File: config.mk
export PLATFORM = sky130hd
export DESIGN_NAME = button_press_event_queue_core
export DESIGN_NICKNAME = d
export VERILOG_FILES = /design/src/design/bpeq_pkg.sv /design/src/design/bpeq_ram.sv /design/src/design/button_press_event_queue_core.sv
export SDC_FILE = /design/constraint.sdc
export NUM_CORES = 1
export LEC_CHECK = 0
export BUFFER_PORTS_ARGS = -buffer_cell sky130_fd_sc_hd__buf_2
export CAP_MARGIN = 20
export CORE_MARGIN = 5
export CORE_UTILIZATION = 65
export CTS_CLUSTER_DIAMETER = 30
export DETAILED_ROUTE_END_ITERATION = 12
export PLACE_DENSITY_LB_ADDON = 0.15
export SYNTH_ARGS = -nofsm -noshare
export SYNTH_HDL_FRONTEND = slang
export SYNTH_SLANG_ARGS = --single-unit
export TNS_END_PERCENT = 10
File: constraint.sdc
create_clock -name clock -period 8.3 [get_ports clock]
set_input_delay 2.075 -clock clock [delete_from_list [all_inputs] [get_ports clock]]
set_output_delay 2.075 -clock clock [all_outputs]
set_load 0.01 [all_outputs]
File: src/design/bpeq_pkg.sv
// Shared operation codes and sizing helpers for the button press event queue.
`default_nettype none

package bpeq_pkg;

   localparam int OP_W = 2;

   localparam logic [OP_W-1:0] OP_SCAN  = 2'd0;
   localparam logic [OP_W-1:0] OP_POP   = 2'd1;
   localparam logic [OP_W-1:0] OP_FLUSH = 2'd2;

   function automatic int addr_bits(input int depth);
      return (depth > 1) ? $clog2(depth) : 1;
   endfunction

endpackage

`default_nettype wire

File: src/design/bpeq_ram.sv
// Generic single-write, single-read RAM with registered read data.
`default_nettype none

module bpeq_ram #(
   parameter int WIDTH = 3,
   parameter int DEPTH = 32
) (
   input  wire logic                                     clock,
   input  wire logic                                     wr_en,
   input  wire logic [bpeq_pkg::addr_bits(DEPTH)-1:0]    wr_addr,
   input  wire logic [WIDTH-1:0]                         wr_data,
   input  wire logic                                     rd_en,
   input  wire logic [bpeq_pkg::addr_bits(DEPTH)-1:0]    rd_addr,
   output      logic [WIDTH-1:0]                         rd_data
);

   logic [WIDTH-1:0] mem_ff [DEPTH];
   logic [WIDTH-1:0] rd_data_ff;

   always_ff @(posedge clock) begin
      if (wr_en) begin
         mem_ff[wr_addr] <= wr_data;
      end
      if (rd_en) begin
         rd_data_ff <= mem_ff[rd_addr];
      end
   end

   assign rd_data = rd_data_ff;

endmodule

`default_nettype wire

File: src/design/button_press_event_queue_core.sv
// Top level of the button press event queue: scan sequencer, key FIFO control, result register.
// Scan: one button compared per cycle from button 0; pop: ST_POP_WAIT waits for the key RAM
// read. Every item ends in ST_FINISH, which holds while rsp_stall blocks the result register.
// The next item is accepted the cycle after the result register loads.
// Synchronous active-high reset empties the FIFO, sets pressed level to 1 and all
// stored button levels to released; key RAM contents are not cleared.
`default_nettype none

module button_press_event_queue_core #(
   parameter int NUM_BUTTONS = 6,
   parameter int FIFO_DEPTH  = 32
) (
   input  wire logic                                          clock,
   input  wire logic                                          reset,
   input  wire logic                                          csr_wr_en,
   input  wire logic                                          csr_wr_data,
   input  wire logic                                          req_valid,
   output      logic                                          req_stall,
   input  wire logic [bpeq_pkg::OP_W-1:0]                     req_operation,
   input  wire logic [NUM_BUTTONS-1:0]                        req_button_levels,
   input  wire logic [bpeq_pkg::addr_bits(NUM_BUTTONS)-1:0]   req_query_button,
   output      logic                                          rsp_valid,
   input  wire logic                                          rsp_stall,
   output      logic [$clog2(NUM_BUTTONS+1)-1:0]              rsp_key_code,
   output      logic                                          rsp_key_valid,
   output      logic                                          rsp_queried_level,
   output      logic                                          rsp_overflow_dropped
);

   localparam int QUERY_W = bpeq_pkg::addr_bits(NUM_BUTTONS);
   localparam int CODE_W  = $clog2(NUM_BUTTONS + 1);
   localparam int PTR_W   = bpeq_pkg::addr_bits(FIFO_DEPTH);
   localparam int CNT_W   = $clog2(FIFO_DEPTH + 1);

   localparam logic [CODE_W-1:0]  KEY_NONE = CODE_W'(NUM_BUTTONS);
   localparam logic [QUERY_W-1:0] LAST_IDX = QUERY_W'(NUM_BUTTONS - 1);
   localparam logic [PTR_W-1:0]   LAST_PTR = PTR_W'(FIFO_DEPTH - 1);
   localparam logic [CNT_W-1:0]   FULL_CNT = CNT_W'(FIFO_DEPTH);

   typedef enum logic [1:0] {
      ST_IDLE,
      ST_SCAN,
      ST_POP_WAIT,
      ST_FINISH
   } state_type;

   state_type                state_ff, state_in;
   logic                     pressed_level_ff, pressed_level_in;
   logic [NUM_BUTTONS-1:0]   current_levels_ff, current_levels_in;
   logic [NUM_BUTTONS-1:0]   levels_ff, levels_in;
   logic [QUERY_W-1:0]       idx_ff, idx_in;
   logic [QUERY_W-1:0]       query_ff, query_in;
   logic [PTR_W-1:0]         rd_ptr_ff, rd_ptr_in;
   logic [PTR_W-1:0]         wr_ptr_ff, wr_ptr_in;
   logic [CNT_W-1:0]         count_ff, count_in;
   logic [CODE_W-1:0]        code_ff, code_in;
   logic                     key_valid_ff, key_valid_in;
   logic                     dropped_ff, dropped_in;
   logic                     rsp_valid_ff, rsp_valid_in;
   logic [CODE_W-1:0]        rsp_key_code_ff, rsp_key_code_in;
   logic                     rsp_key_valid_ff, rsp_key_valid_in;
   logic                     rsp_level_ff, rsp_level_in;
   logic                     rsp_dropped_ff, rsp_dropped_in;

   logic                     req_accept;
   logic                     ram_wr_en;
   logic                     ram_rd_en;
   logic [CODE_W-1:0]        ram_rd_data;
   logic [NUM_BUTTONS-1:0]   old_shift;
   logic [NUM_BUTTONS-1:0]   new_shift;
   logic [NUM_BUTTONS-1:0]   query_shift;
   logic                     press_seen;

   assign req_accept  = req_valid && !req_stall;
   assign req_stall   = (state_ff != ST_IDLE);
   assign old_shift   = current_levels_ff >> idx_ff;
   assign new_shift   = levels_ff >> idx_ff;
   assign query_shift = current_levels_ff >> query_ff;
   assign press_seen  = (new_shift[0] != old_shift[0]) && (new_shift[0] == pressed_level_ff);

   bpeq_ram #(
      .WIDTH (CODE_W),
      .DEPTH (FIFO_DEPTH)
   ) u_key_ram (
      .clock   (clock),
      .wr_en   (ram_wr_en),
      .wr_addr (wr_ptr_ff),
      .wr_data (CODE_W'(idx_ff)),
      .rd_en   (ram_rd_en),
      .rd_addr (rd_ptr_ff),
      .rd_data (ram_rd_data)
   );

   always_comb begin
      state_in          = state_ff;
      pressed_level_in  = pressed_level_ff;
      current_levels_in = current_levels_ff;
      levels_in         = levels_ff;
      idx_in            = idx_ff;
      query_in          = query_ff;
      rd_ptr_in         = rd_ptr_ff;
      wr_ptr_in         = wr_ptr_ff;
      count_in          = count_ff;
      code_in           = code_ff;
      key_valid_in      = key_valid_ff;
      dropped_in        = dropped_ff;
      rsp_valid_in      = rsp_valid_ff;
      rsp_key_code_in   = rsp_key_code_ff;
      rsp_key_valid_in  = rsp_key_valid_ff;
      rsp_level_in      = rsp_level_ff;
      rsp_dropped_in    = rsp_dropped_ff;
      ram_wr_en         = 1'b0;
      ram_rd_en         = 1'b0;

      if (csr_wr_en) begin
         pressed_level_in = csr_wr_data;
      end

      if (rsp_valid_ff && !rsp_stall) begin
         rsp_valid_in = 1'b0;
      end

      unique case (state_ff)
         ST_IDLE: begin
            if (req_accept) begin
               query_in     = req_query_button;
               code_in      = KEY_NONE;
               key_valid_in = 1'b0;
               dropped_in   = 1'b0;
               unique case (req_operation)
                  bpeq_pkg::OP_SCAN: begin
                     levels_in = req_button_levels;
                     idx_in    = '0;
                     state_in  = ST_SCAN;
                  end
                  bpeq_pkg::OP_POP: begin
                     if (count_ff != '0) begin
                        ram_rd_en = 1'b1;
                        state_in  = ST_POP_WAIT;
                     end else begin
                        state_in = ST_FINISH;
                     end
                  end
                  bpeq_pkg::OP_FLUSH: begin
                     rd_ptr_in = '0;
                     wr_ptr_in = '0;
                     count_in  = '0;
                     state_in  = ST_FINISH;
                  end
                  default: begin
                     state_in = ST_FINISH;
                  end
               endcase
            end
         end
         ST_SCAN: begin
            if (press_seen) begin
               if (count_ff != FULL_CNT) begin
                  ram_wr_en = 1'b1;
                  wr_ptr_in = (wr_ptr_ff == LAST_PTR) ? '0 : wr_ptr_ff + PTR_W'(1);
                  count_in  = count_ff + CNT_W'(1);
               end else begin
                  dropped_in = 1'b1;
               end
            end
            if (idx_ff == LAST_IDX) begin
               current_levels_in = levels_ff;
               state_in          = ST_FINISH;
            end else begin
               idx_in = idx_ff + QUERY_W'(1);
            end
         end
         ST_POP_WAIT: begin
            code_in      = ram_rd_data;
            key_valid_in = 1'b1;
            rd_ptr_in    = (rd_ptr_ff == LAST_PTR) ? '0 : rd_ptr_ff + PTR_W'(1);
            count_in     = count_ff - CNT_W'(1);
            state_in     = ST_FINISH;
         end
         ST_FINISH: begin
            if (!rsp_valid_ff || !rsp_stall) begin
               rsp_valid_in     = 1'b1;
               rsp_key_code_in  = code_ff;
               rsp_key_valid_in = key_valid_ff;
               rsp_dropped_in   = dropped_ff;
               rsp_level_in     = (32'(query_ff) < NUM_BUTTONS) ? query_shift[0] : 1'b0;
               state_in         = ST_IDLE;
            end
         end
      endcase
   end

   always_ff @(posedge clock) begin
      if (reset) begin
         state_ff          <= ST_IDLE;
         pressed_level_ff  <= 1'b1;
         current_levels_ff <= '0;
         rd_ptr_ff         <= '0;
         wr_ptr_ff         <= '0;
         count_ff          <= '0;
         rsp_valid_ff      <= 1'b0;
      end else begin
         state_ff          <= state_in;
         pressed_level_ff  <= pressed_level_in;
         current_levels_ff <= current_levels_in;
         rd_ptr_ff         <= rd_ptr_in;
         wr_ptr_ff         <= wr_ptr_in;
         count_ff          <= count_in;
         rsp_valid_ff      <= rsp_valid_in;
      end
      levels_ff        <= levels_in;
      idx_ff           <= idx_in;
      query_ff         <= query_in;
      code_ff          <= code_in;
      key_valid_ff     <= key_valid_in;
      dropped_ff       <= dropped_in;
      rsp_key_code_ff  <= rsp_key_code_in;
      rsp_key_valid_ff <= rsp_key_valid_in;
      rsp_level_ff     <= rsp_level_in;
      rsp_dropped_ff   <= rsp_dropped_in;
   end

   assign rsp_valid            = rsp_valid_ff;
   assign rsp_key_code         = rsp_key_code_ff;
   assign rsp_key_valid        = rsp_key_valid_ff;
   assign rsp_queried_level    = rsp_level_ff;
   assign rsp_overflow_dropped = rsp_dropped_ff;

   a_count_bound: assert property (@(posedge clock) disable iff (reset)
      count_ff <= FULL_CNT)
      else $error("key count above FIFO depth");

   a_push_not_full: assert property (@(posedge clock) disable iff (reset)
      ram_wr_en |-> (count_ff != FULL_CNT))
      else $error("key written into full FIFO");

   a_pop_not_empty: assert property (@(posedge clock) disable iff (reset)
      (state_ff == ST_POP_WAIT) |-> (count_ff != '0))
      else $error("pop read issued on empty FIFO");

   a_scan_start: assert property (@(posedge clock) disable iff (reset)
      (req_accept && req_operation == bpeq_pkg::OP_SCAN)
      |=> (state_ff == ST_SCAN && idx_ff == '0))
      else $error("scan did not start at first button");

endmodule

`default_nettype wire

## Yosys cells after proc, flatten, opt, wreduce, memory -nomap -nowiden

Memories as Yosys holds them, arrays and structs flattened. A register that Yosys moved wholly into a read port is not among the register bits.
Index checks and enable logic that the tools add are counted.

| cells by class | value |
|---|---|
| shift operators | 3 |
| eq/ne operators | 20 |
| reductions and logical operators | 25 |
| muxes and demuxes | 42 |
| add/subtract/negate cells | 5 |
| $lt $le $gt $ge | 1 |

Operators by type and width:

| kind | number |
|---|---|
| $mux 5 | 6 |
| $mux 6 | 4 |
| $pmux 5 s2 | 2 |
| $pmux 6 s3 | 1 |
| $shr 6x3->1 | 3 |
| $mux 1 | 16 |
| $ne 2x2->1 const B | 7 |
| $mux 3 | 4 |
| $pmux 3 s2 | 2 |
| $add 5x1->5 const B | 2 |
| $eq 5x5->1 const B | 2 |
| $reduce_and 5->1 | 2 |
| $reduce_and 3->1 | 3 |
| $pmux 2 s4 | 1 |
| $reduce_and 2->1 | 4 |
| $reduce_and 4->1 | 2 |
| $add 6x1->6 const B | 1 |
| $eq 2x2->1 const B | 3 |
| $mux 2 | 3 |
| $ne 6x6->1 const B | 1 |
| $reduce_bool 2->1 | 3 |
| $reduce_bool 6->1 | 1 |
| $sub 6x1->6 const B | 1 |
| $eq 2x1->1 const B | 2 |
| 13 further kinds | 20 |

| storage, ports and cells | value |
|---|---|
| input bits | 17 |
| memories | 1 |
| register bits after elaboration | 49 |
| RAM bits | 96 |

Memory list:

| memory | depth | width | read ports | clocked after memory_dff | wr ports | line | source |
|---|---|---|---|---|---|---|---|
| u_key_ram.mem_ff | 32 | 3 | 1 | 1 | 1 | bpeq_ram.sv:17 | `logic [WIDTH-1:0] mem_ff [DEPTH];` |

## Logic depth before layout (Yosys ltp)

Gate-level depths: netlist (run 1).

| logic depth | value |
|---|---|
| depth after elaboration | 7 |
| depth in mapped cells | 11 |
| mapped depth without buffers | 10 |

## Cells and area by module

A second synthesis (run 1) with hierarchy kept.

| unflattened totals | value |
|---|---|
| cells, all modules | 461 |
| area, all modules | 6662.6 um^2 |

Modules (own cells, without submodules):

| module | sequential area each (um^2) | cells each | area an instance (um^2) | instances |
|---|---|---|---|---|
| bpeq_ram | 2972.9 | 185 | 3946.3 | 1 |
| button_press_event_queue_core | 1211.2 | 276 | 2716.4 | 1 |

## Least setup slack after synthesis (run 1)

Ideal clock, no wire load.

| timing path | value |
|---|---|
| path kind | input -> register |
| from | input req_valid |
| to | register idx_ff[0] (enable) |
| path buffers | 0 |
| arrival | 2946 ps |
| setup slack | 5051 ps |
| cell stages on the path | 3 |
| path through | nand2_1 > nor3_1 > o21a_1 |

| between the ends | value |
|---|---|
| longest elaborated chain between the ends | 3 |

Ends and longest elaborated chain:

| what | line | source |
|---|---|---|
| start, declared | button_press_event_queue_core.sv:17 | `input wire logic req_valid,` |
| $logic_and 1x1->1 | button_press_event_queue_core.sv:74 | `assign req_accept = req_valid && !req_stall;` |
| $ne 2x2->1 (no source line) | n/a |  |
| $reduce_and 4->1 (no source line) | n/a |  |
| end signal, assigned | button_press_event_queue_core.sv:212 | `idx_ff <= idx_in;` |
| end, declared | button_press_event_queue_core.sv:51 | `logic [QUERY_W-1:0] idx_ff, idx_in;` |

No other way between the ends.
A chain may end at the register's enable or synchronous reset.

## Worst setup path in the final report (run 1)

| timing path | value |
|---|---|
| from | register state_ff[0] |
| to | output req_stall |

| between the ends | value |
|---|---|
| longest elaborated chain between the ends | 1 |

Ends and longest elaborated chain:

| what | line | source |
|---|---|---|
| start, declared | button_press_event_queue_core.sv:47 | `state_type state_ff, state_in;` |
| start signal, assigned | button_press_event_queue_core.sv:203 | `state_ff <= state_in;` |
| $reduce_bool 2->1 | button_press_event_queue_core.sv:75 | `assign req_stall = (state_ff != ST_IDLE);` |
| end, declared | button_press_event_queue_core.sv:18 | `output logic req_stall,` |

No other way between the ends.

==> results.toml, run 1 <==
[synthesis]
synthArstFlopShare_pct = 0
synth_enable_flop_cells = 122
synth_common_cells = "122 x edfxtp_1, 60 x nor2_1, 31 x mux4_2, 27 x nand2_1, 26 x dfxtp_1"
synth_area_leader_cell = "edfxtp_1"
syn-num-nets = 490
yosys.cell_types.count = 60
syn_inst = 456
synth_top_area_share_pct = 55.25
synthFlopType = "edfxtp_1"
yosysWarnings = 0
ys_ff_latch = 148
synth_area_leaders = "edfxtp_1 55%, mux4_2 11%, dfxtp_1 7.8%"
synth.avg_cell_area_um2 = 14.54
synth_seq_area_share_pct = 63.09
yosysMostFrequentCell = "edfxtp_1"
syn_area_um2 = 6631

[critical_path]
cp-end-kind = "output pin"
setup.worst_path.start = "state_ff[0]"
worstSetupStartpointType = "flip-flop"
cp.required_ps = 6230
critPathArrivalTime_ps = 1610
r2r_start = "idx_ff[1]"
reg2reg_depth = 7
crit_fanout = 7
critical_path_class = "reg -> out"

[floorplan]
num_io_pins = 25
rows = 36
core_um2 = 9864
start_util_pct = 67.22
dieArea_um2 = 12320
die_height_um = 111.0
die-width_um = 111.0

[sta]
fin_tns_setup_ps = 0
rsz0062_at_grt = "false"
max-slew-margin-rel_pct = 22.97
fin_crit_sh_pct = 44.46
fin_crit_ps = 3690
tightest_slew_ps = 1145
max_freq_mhz = 271.0
setup_viol = 0
final-max-slew-violation-count = 0
finalHoldViolations = 0
clock_skew_ps = 11.00

[global_routing]
grt_pass1_wl_um = 20850
track_usage_pct = 22.22
grt_pass1_vias = 3858
gr-total-overflow = 0
antenna_found_initial = 0
grt_max_degree = 41

[route]
vias = 3962
wirelength_um = 13120
via_per_inst = 6.299
firstDrtPassIters = 5
wire_per_inst_um = 20.86
drc = 0
ant_nets = 0
drt_iter0_markers = 407

[layout]
fin_nets = 517
drive_gt1_share_pct = 21.17
diodes = 0
fillerInstances = 601
syn2layout_area_growth_pct = 12.13

[power_and_ir_drop]
leakagePower_nw = 2.538
fin_total_pwr_mw = 2.040
p_int_mw = 1.456
pwr_density_cell_nw_per_um2 = 274.3
power.share.clock_pct = 36.1
p_switching_mw = 0.5839
switching_share_pct = 28.63
power_frac_seq_pct = 45.6
combPwrFrac_pct = 18.2
max-vdd-ir-drop_uv = 217.8

[clock_tree]
cts_tree = "built"
clk_latency_ps = 530
cts-root-buf = "clkbuf_8"
cts_buffer_depth = 2
cts.htree.levels = 4
cts.sinks = 148
postCtsHoldBufs = 0
cts_inserted_buffers = 17
cts_resized = 0
clkTransAtPathRegs_ps = 60
cts_setup_buffers = 0

[hold_path]
hold_start = "code_ff[1]"
hold_path.class = "reg -> reg"
hold_depth = 0

[run_status]
status = "finished, final reports clean"

[run]
maxCapViolCount = 0

[place]
portBuffers = 24
hpwl_um = 8353
gp_congestion = 0.8019
metal layers:
metal / GRT usage [%] / part of all wire [%] / vias to the layer above
met5: 0 / 0 / -
met2: 33.78 / 48 / 144
met1: 32.10 / 44 / 2004
met3: 5.513 / 5.9 / 13
li1: - / - / 1801
met4: 6.814 / 1.4 / 0
power by group through the flow:
stage               clock [mW]  combinational [mW]  sequential, mW
floorplan                    0               0.272           0.940
finish                   0.737               0.372           0.930
global route             0.780               0.405           0.938
global placement             0               0.352           0.943
CTS                      0.744               0.370           0.931
detailed placement           0               0.365           0.946
sequential cells by signal (all words and copies together) (netlist names), 5 cells and up:
signal and cells:
u_key_ram.mem_ff 96, current_levels_ff 6, count_ff 6, levels_ff 6
rd_ptr_ff 5, wr_ptr_ff 5
path summary, 6_finish.rpt:
check | endpoint | slack [ps]
max | req_stall | 4610
min | rsp_key_code[1] | 420
max reg2reg | u_key_ram.mem_ff[7][2] | 5300
min reg2reg | rsp_key_code[1] | 420
cell families after synthesis:
logic type | Yosys count | synth area share, %
compound gates | 59 | 6.849
xor+xnor | 5 | 0.6605
fa+ha+maj | 17 | 3.207
buf+inv | 37 | 2.604
flops | 148 | 63.09
mux | 52 | 13.89
simple gates | 138 | 9.698
critical path, cell delays in order (launching register included):
cell	delay (ps)
dfxtp_1	340
inv_1	130
ha_1	330
inv_1	130
buf_2	160
cells in the final DEF (no fill, tap or decap), types with 3 or more instances in the layout:
master     count
clkbuf_16     16
o31ai_1        3
mux2_2         4
nand2_1       27
a211o_1        3
o21ai_0        6
a21boi_0       3
dfxtp_1       25
a21oi_1       16
or3_1          5
nor3b_1        3
clkinv_4       4
nor2_1        60
buf_4          3
nor2b_1        3
clkinv_2       3
nor3_1         8
mux4_2        31
a31oi_1        3
nand3_1       12
nand2b_1       5
xnor2_1        3
inv_1         14
mux2i_1       14
ha_1          17
and2_1         3
and3_1         4
edfxtp_1     122
buf_2         24
metrics by stage:
step	hold slack [ps]	area [um2]	utilization, %	cells	setup WS [ps]
after floorplan	400.3	6631	-	456	5051
after global placement	401.2	6829	69.23	595	4623
after detailed placement	404.5	6857	69.51	596	4562
after CTS	418.9	7428	75.30	628	4596
after global routing	426.2	7436	75.38	629	4500
final	418.2	7436	75.38	629	4610
cell type report:
class / count / area (um2) / share of cell area (%)
repair buffers: 29 / 177.7 / 2.389
clock inverters: 14 / 153.9 / 2.070
well taps: 133 / 166.4 / 2.238
multi-input cells: 271 / 2275 / 30.59
clock buffers: 18 / 417.9 / 5.620
flip-flops and latches: 148 / 4185 / 56.28
inverters: 16 / 60.06 / 0.8077
Power figures use the tool's default switching activity.
==> run 2, diff against run 1 <==
- CORE_UTILIZATION: 65 -> 61
- clock period: 8.3 -> 3.7 ns (I/O delays scaled with it)
==> run 2 against run 1 <==
  * Register-to-register slack worse by 4300 ps
  * Sequential power is 120% higher
  * Non-clock buffer count is 2 higher
  * First-iteration DRC count is 13% lower
  * Critical path depth is 2 higher
  * Die area is 6.0% higher
  * Utilization is 6.4 points lower
  * Hold slack better by 0.86 ps
  * Clock power is 110% higher
  * Final cell count is 1.4% higher
  * Sequential share of layout area is 0.16 points higher
  * Flip-flop and latch count stayed put
==> results.toml, run 2 (synthesis gave the netlist of run 1 again) <==
[critical_path]
cpPeakStageDelay_ps = 540
cp-end-kind = "flip-flop"
critPathSlowestCell = "edfxtp_1"
worstSetupStartpointType = "flip-flop"
critPathArrivalTime_ps = 2950
cp_num_buf_inv = 0
crit_chain = "mux2_4, a21oi_1, o311ai_2, a311oi_2, nand2_1, nor2_1"
r2r_start = "idx_ff[0]"
cp.required_ps = 3920
setup.worst_path.start = "idx_ff[0]"
crit_family = "compound AO/OA/AOI/OAI gates"
crit_fanout = 9
critical_path_class = "reg -> reg"

[sta]
max-slew-margin-rel_pct = 44.18
fin_crit_ps = 2734
finalHoldViolations = 0
setup_viol = 0
final-max-slew-violation-count = 0
rsz0062_at_grt = "false"
fin_crit_sh_pct = 73.89
max_freq_mhz = 365.8
finalWorstSetupSlack_ps = 966.2
hold-worst-slack_ps = 419.1
fin_tns_setup_ps = 0
tightest_slew_ps = 837.4
clock_skew_ps = 7.369

[route]
vias = 3793
wire_per_inst_um = 19.95
drt_iter0_markers = 356
drc = 0
wirelength_um = 12730
firstDrtPassIters = 4
via_per_inst = 5.945
ant_nets = 0

[floorplan]
die_height_um = 114.3
dieArea_um2 = 13060
core_um2 = 10750
die-width_um = 114.3
rows = 38
start_util_pct = 61.71
num_io_pins = 25

[clock_tree]
postCtsHoldBufs = 0
cts_buffer_depth = 2
cts.htree.levels = 4
clk_latency_ps = 540
cts-root-buf = "clkbuf_8"
clkTransAtPathRegs_ps = 60
cts.sinks = 148
cts_inserted_buffers = 17
cts_setup_buffers = 0
cts_resized = 0
cts_tree = "built"

[run]
maxCapViolCount = 0

[layout]
finalNonFillerCells = 638
layout_common_cells = "122 x edfxtp_1, 60 x nor2_1, 31 x mux4_2"
layout_commonest_cell = "edfxtp_1"
drive_gt1_share_pct = 21.08
fin_nets = 519
syn2layout_area_growth_pct = 11.81
fillerInstances = 745
regMostFlops = "u_key_ram.mem_ff"
largest_reg_flops = 96
diodes = 0
fin_area_um2 = 7415

[hold_path]
hold_start = "code_ff[0]"
hold_path.class = "reg -> reg"

[place]
hpwl_um = 8546
gp_congestion = 0.8505
dp_slack_ps = 966.5
dp.cells = 606
placed_area_um2 = 6868
portBuffers = 24

[power_and_ir_drop]
max-vdd-ir-drop_uv = 415.7
combPwrFrac_pct = 18.5
p_int_mw = 3.203
p_switching_mw = 1.286
switching_share_pct = 28.65
leakagePower_nw = 2.524
power_frac_seq_pct = 46.5
power.share.clock_pct = 35.0
pwr_density_cell_nw_per_um2 = 605.4

[global_routing]
grt_max_degree = 35
grt_pass1_vias = 3813
grt_pass1_wl_um = 20290
track_usage_pct = 21.31
gr-total-overflow = 0
antenna_found_initial = 0

[run_status]
status = "finished, final reports clean"
[run 2: power by group through the flow]
stage | clock network [mW] | registers [mW] | logic, mW
finish | 1.57 | 2.09 | 0.829
global placement | 0 | 2.12 | 0.808
CTS | 1.60 | 2.09 | 0.833
floorplan | 0 | 2.11 | 0.610
detailed placement | 0 | 2.12 | 0.827
global route | 1.69 | 2.10 | 0.908
[run 2: worst reg2reg max path, cell delays in order, from the launching register on]
cell and delay (ps):
edfxtp_1 540, mux2_4 370, a21oi_1 190, o311ai_2 190, a311oi_2 400, nand2_1 380
nor2_1 350
[run 2: through the flow]
| stage | utilization, % | total power [mW] |
|---|---|---|
| 2_1_floorplan | - | 2.718 |
| 3_3_place_gp | 63.91 | 2.926 |
| 3_5_place_dp | 63.91 | 2.949 |
| 4_1_cts | 69.00 | 4.522 |
| 5_1_grt | 69.00 | 4.701 |
| 6_report | 69.00 | 4.489 |
[run 2: path summary, 6_finish.rpt]
kind,end,slack (ps),depth (start not counted)
worst max register to register,u_key_ram.mem_ff[20][1],970,6
worst max-delay path,u_key_ram.mem_ff[20][1],970,6
worst min-delay path,rsp_key_code[0],420,0
worst min register to register,rsp_key_code[0],420,0
[run 2: per-layer routing]
metal	global-route usage (%)	vias to the layer above	part of all wire (%)
li1	-	1810	-
met1	26.89	1836	42
met2	35.28	126	51
met3	5.920	21	6.0
met4	8.234	0	1.7
met5	0	-	0
[run 2: layout make-up]
cell class	instances	area, um2	share of cell area (%)
clock buffers	19	421.7	5.687
multi-input cells	271	2275	30.68
flip-flops and latches	148	4185	56.45
clock inverters	13	125.1	1.687
inverters	16	60.06	0.8100
repair buffers	31	172.7	2.329
well taps	140	175.2	2.362
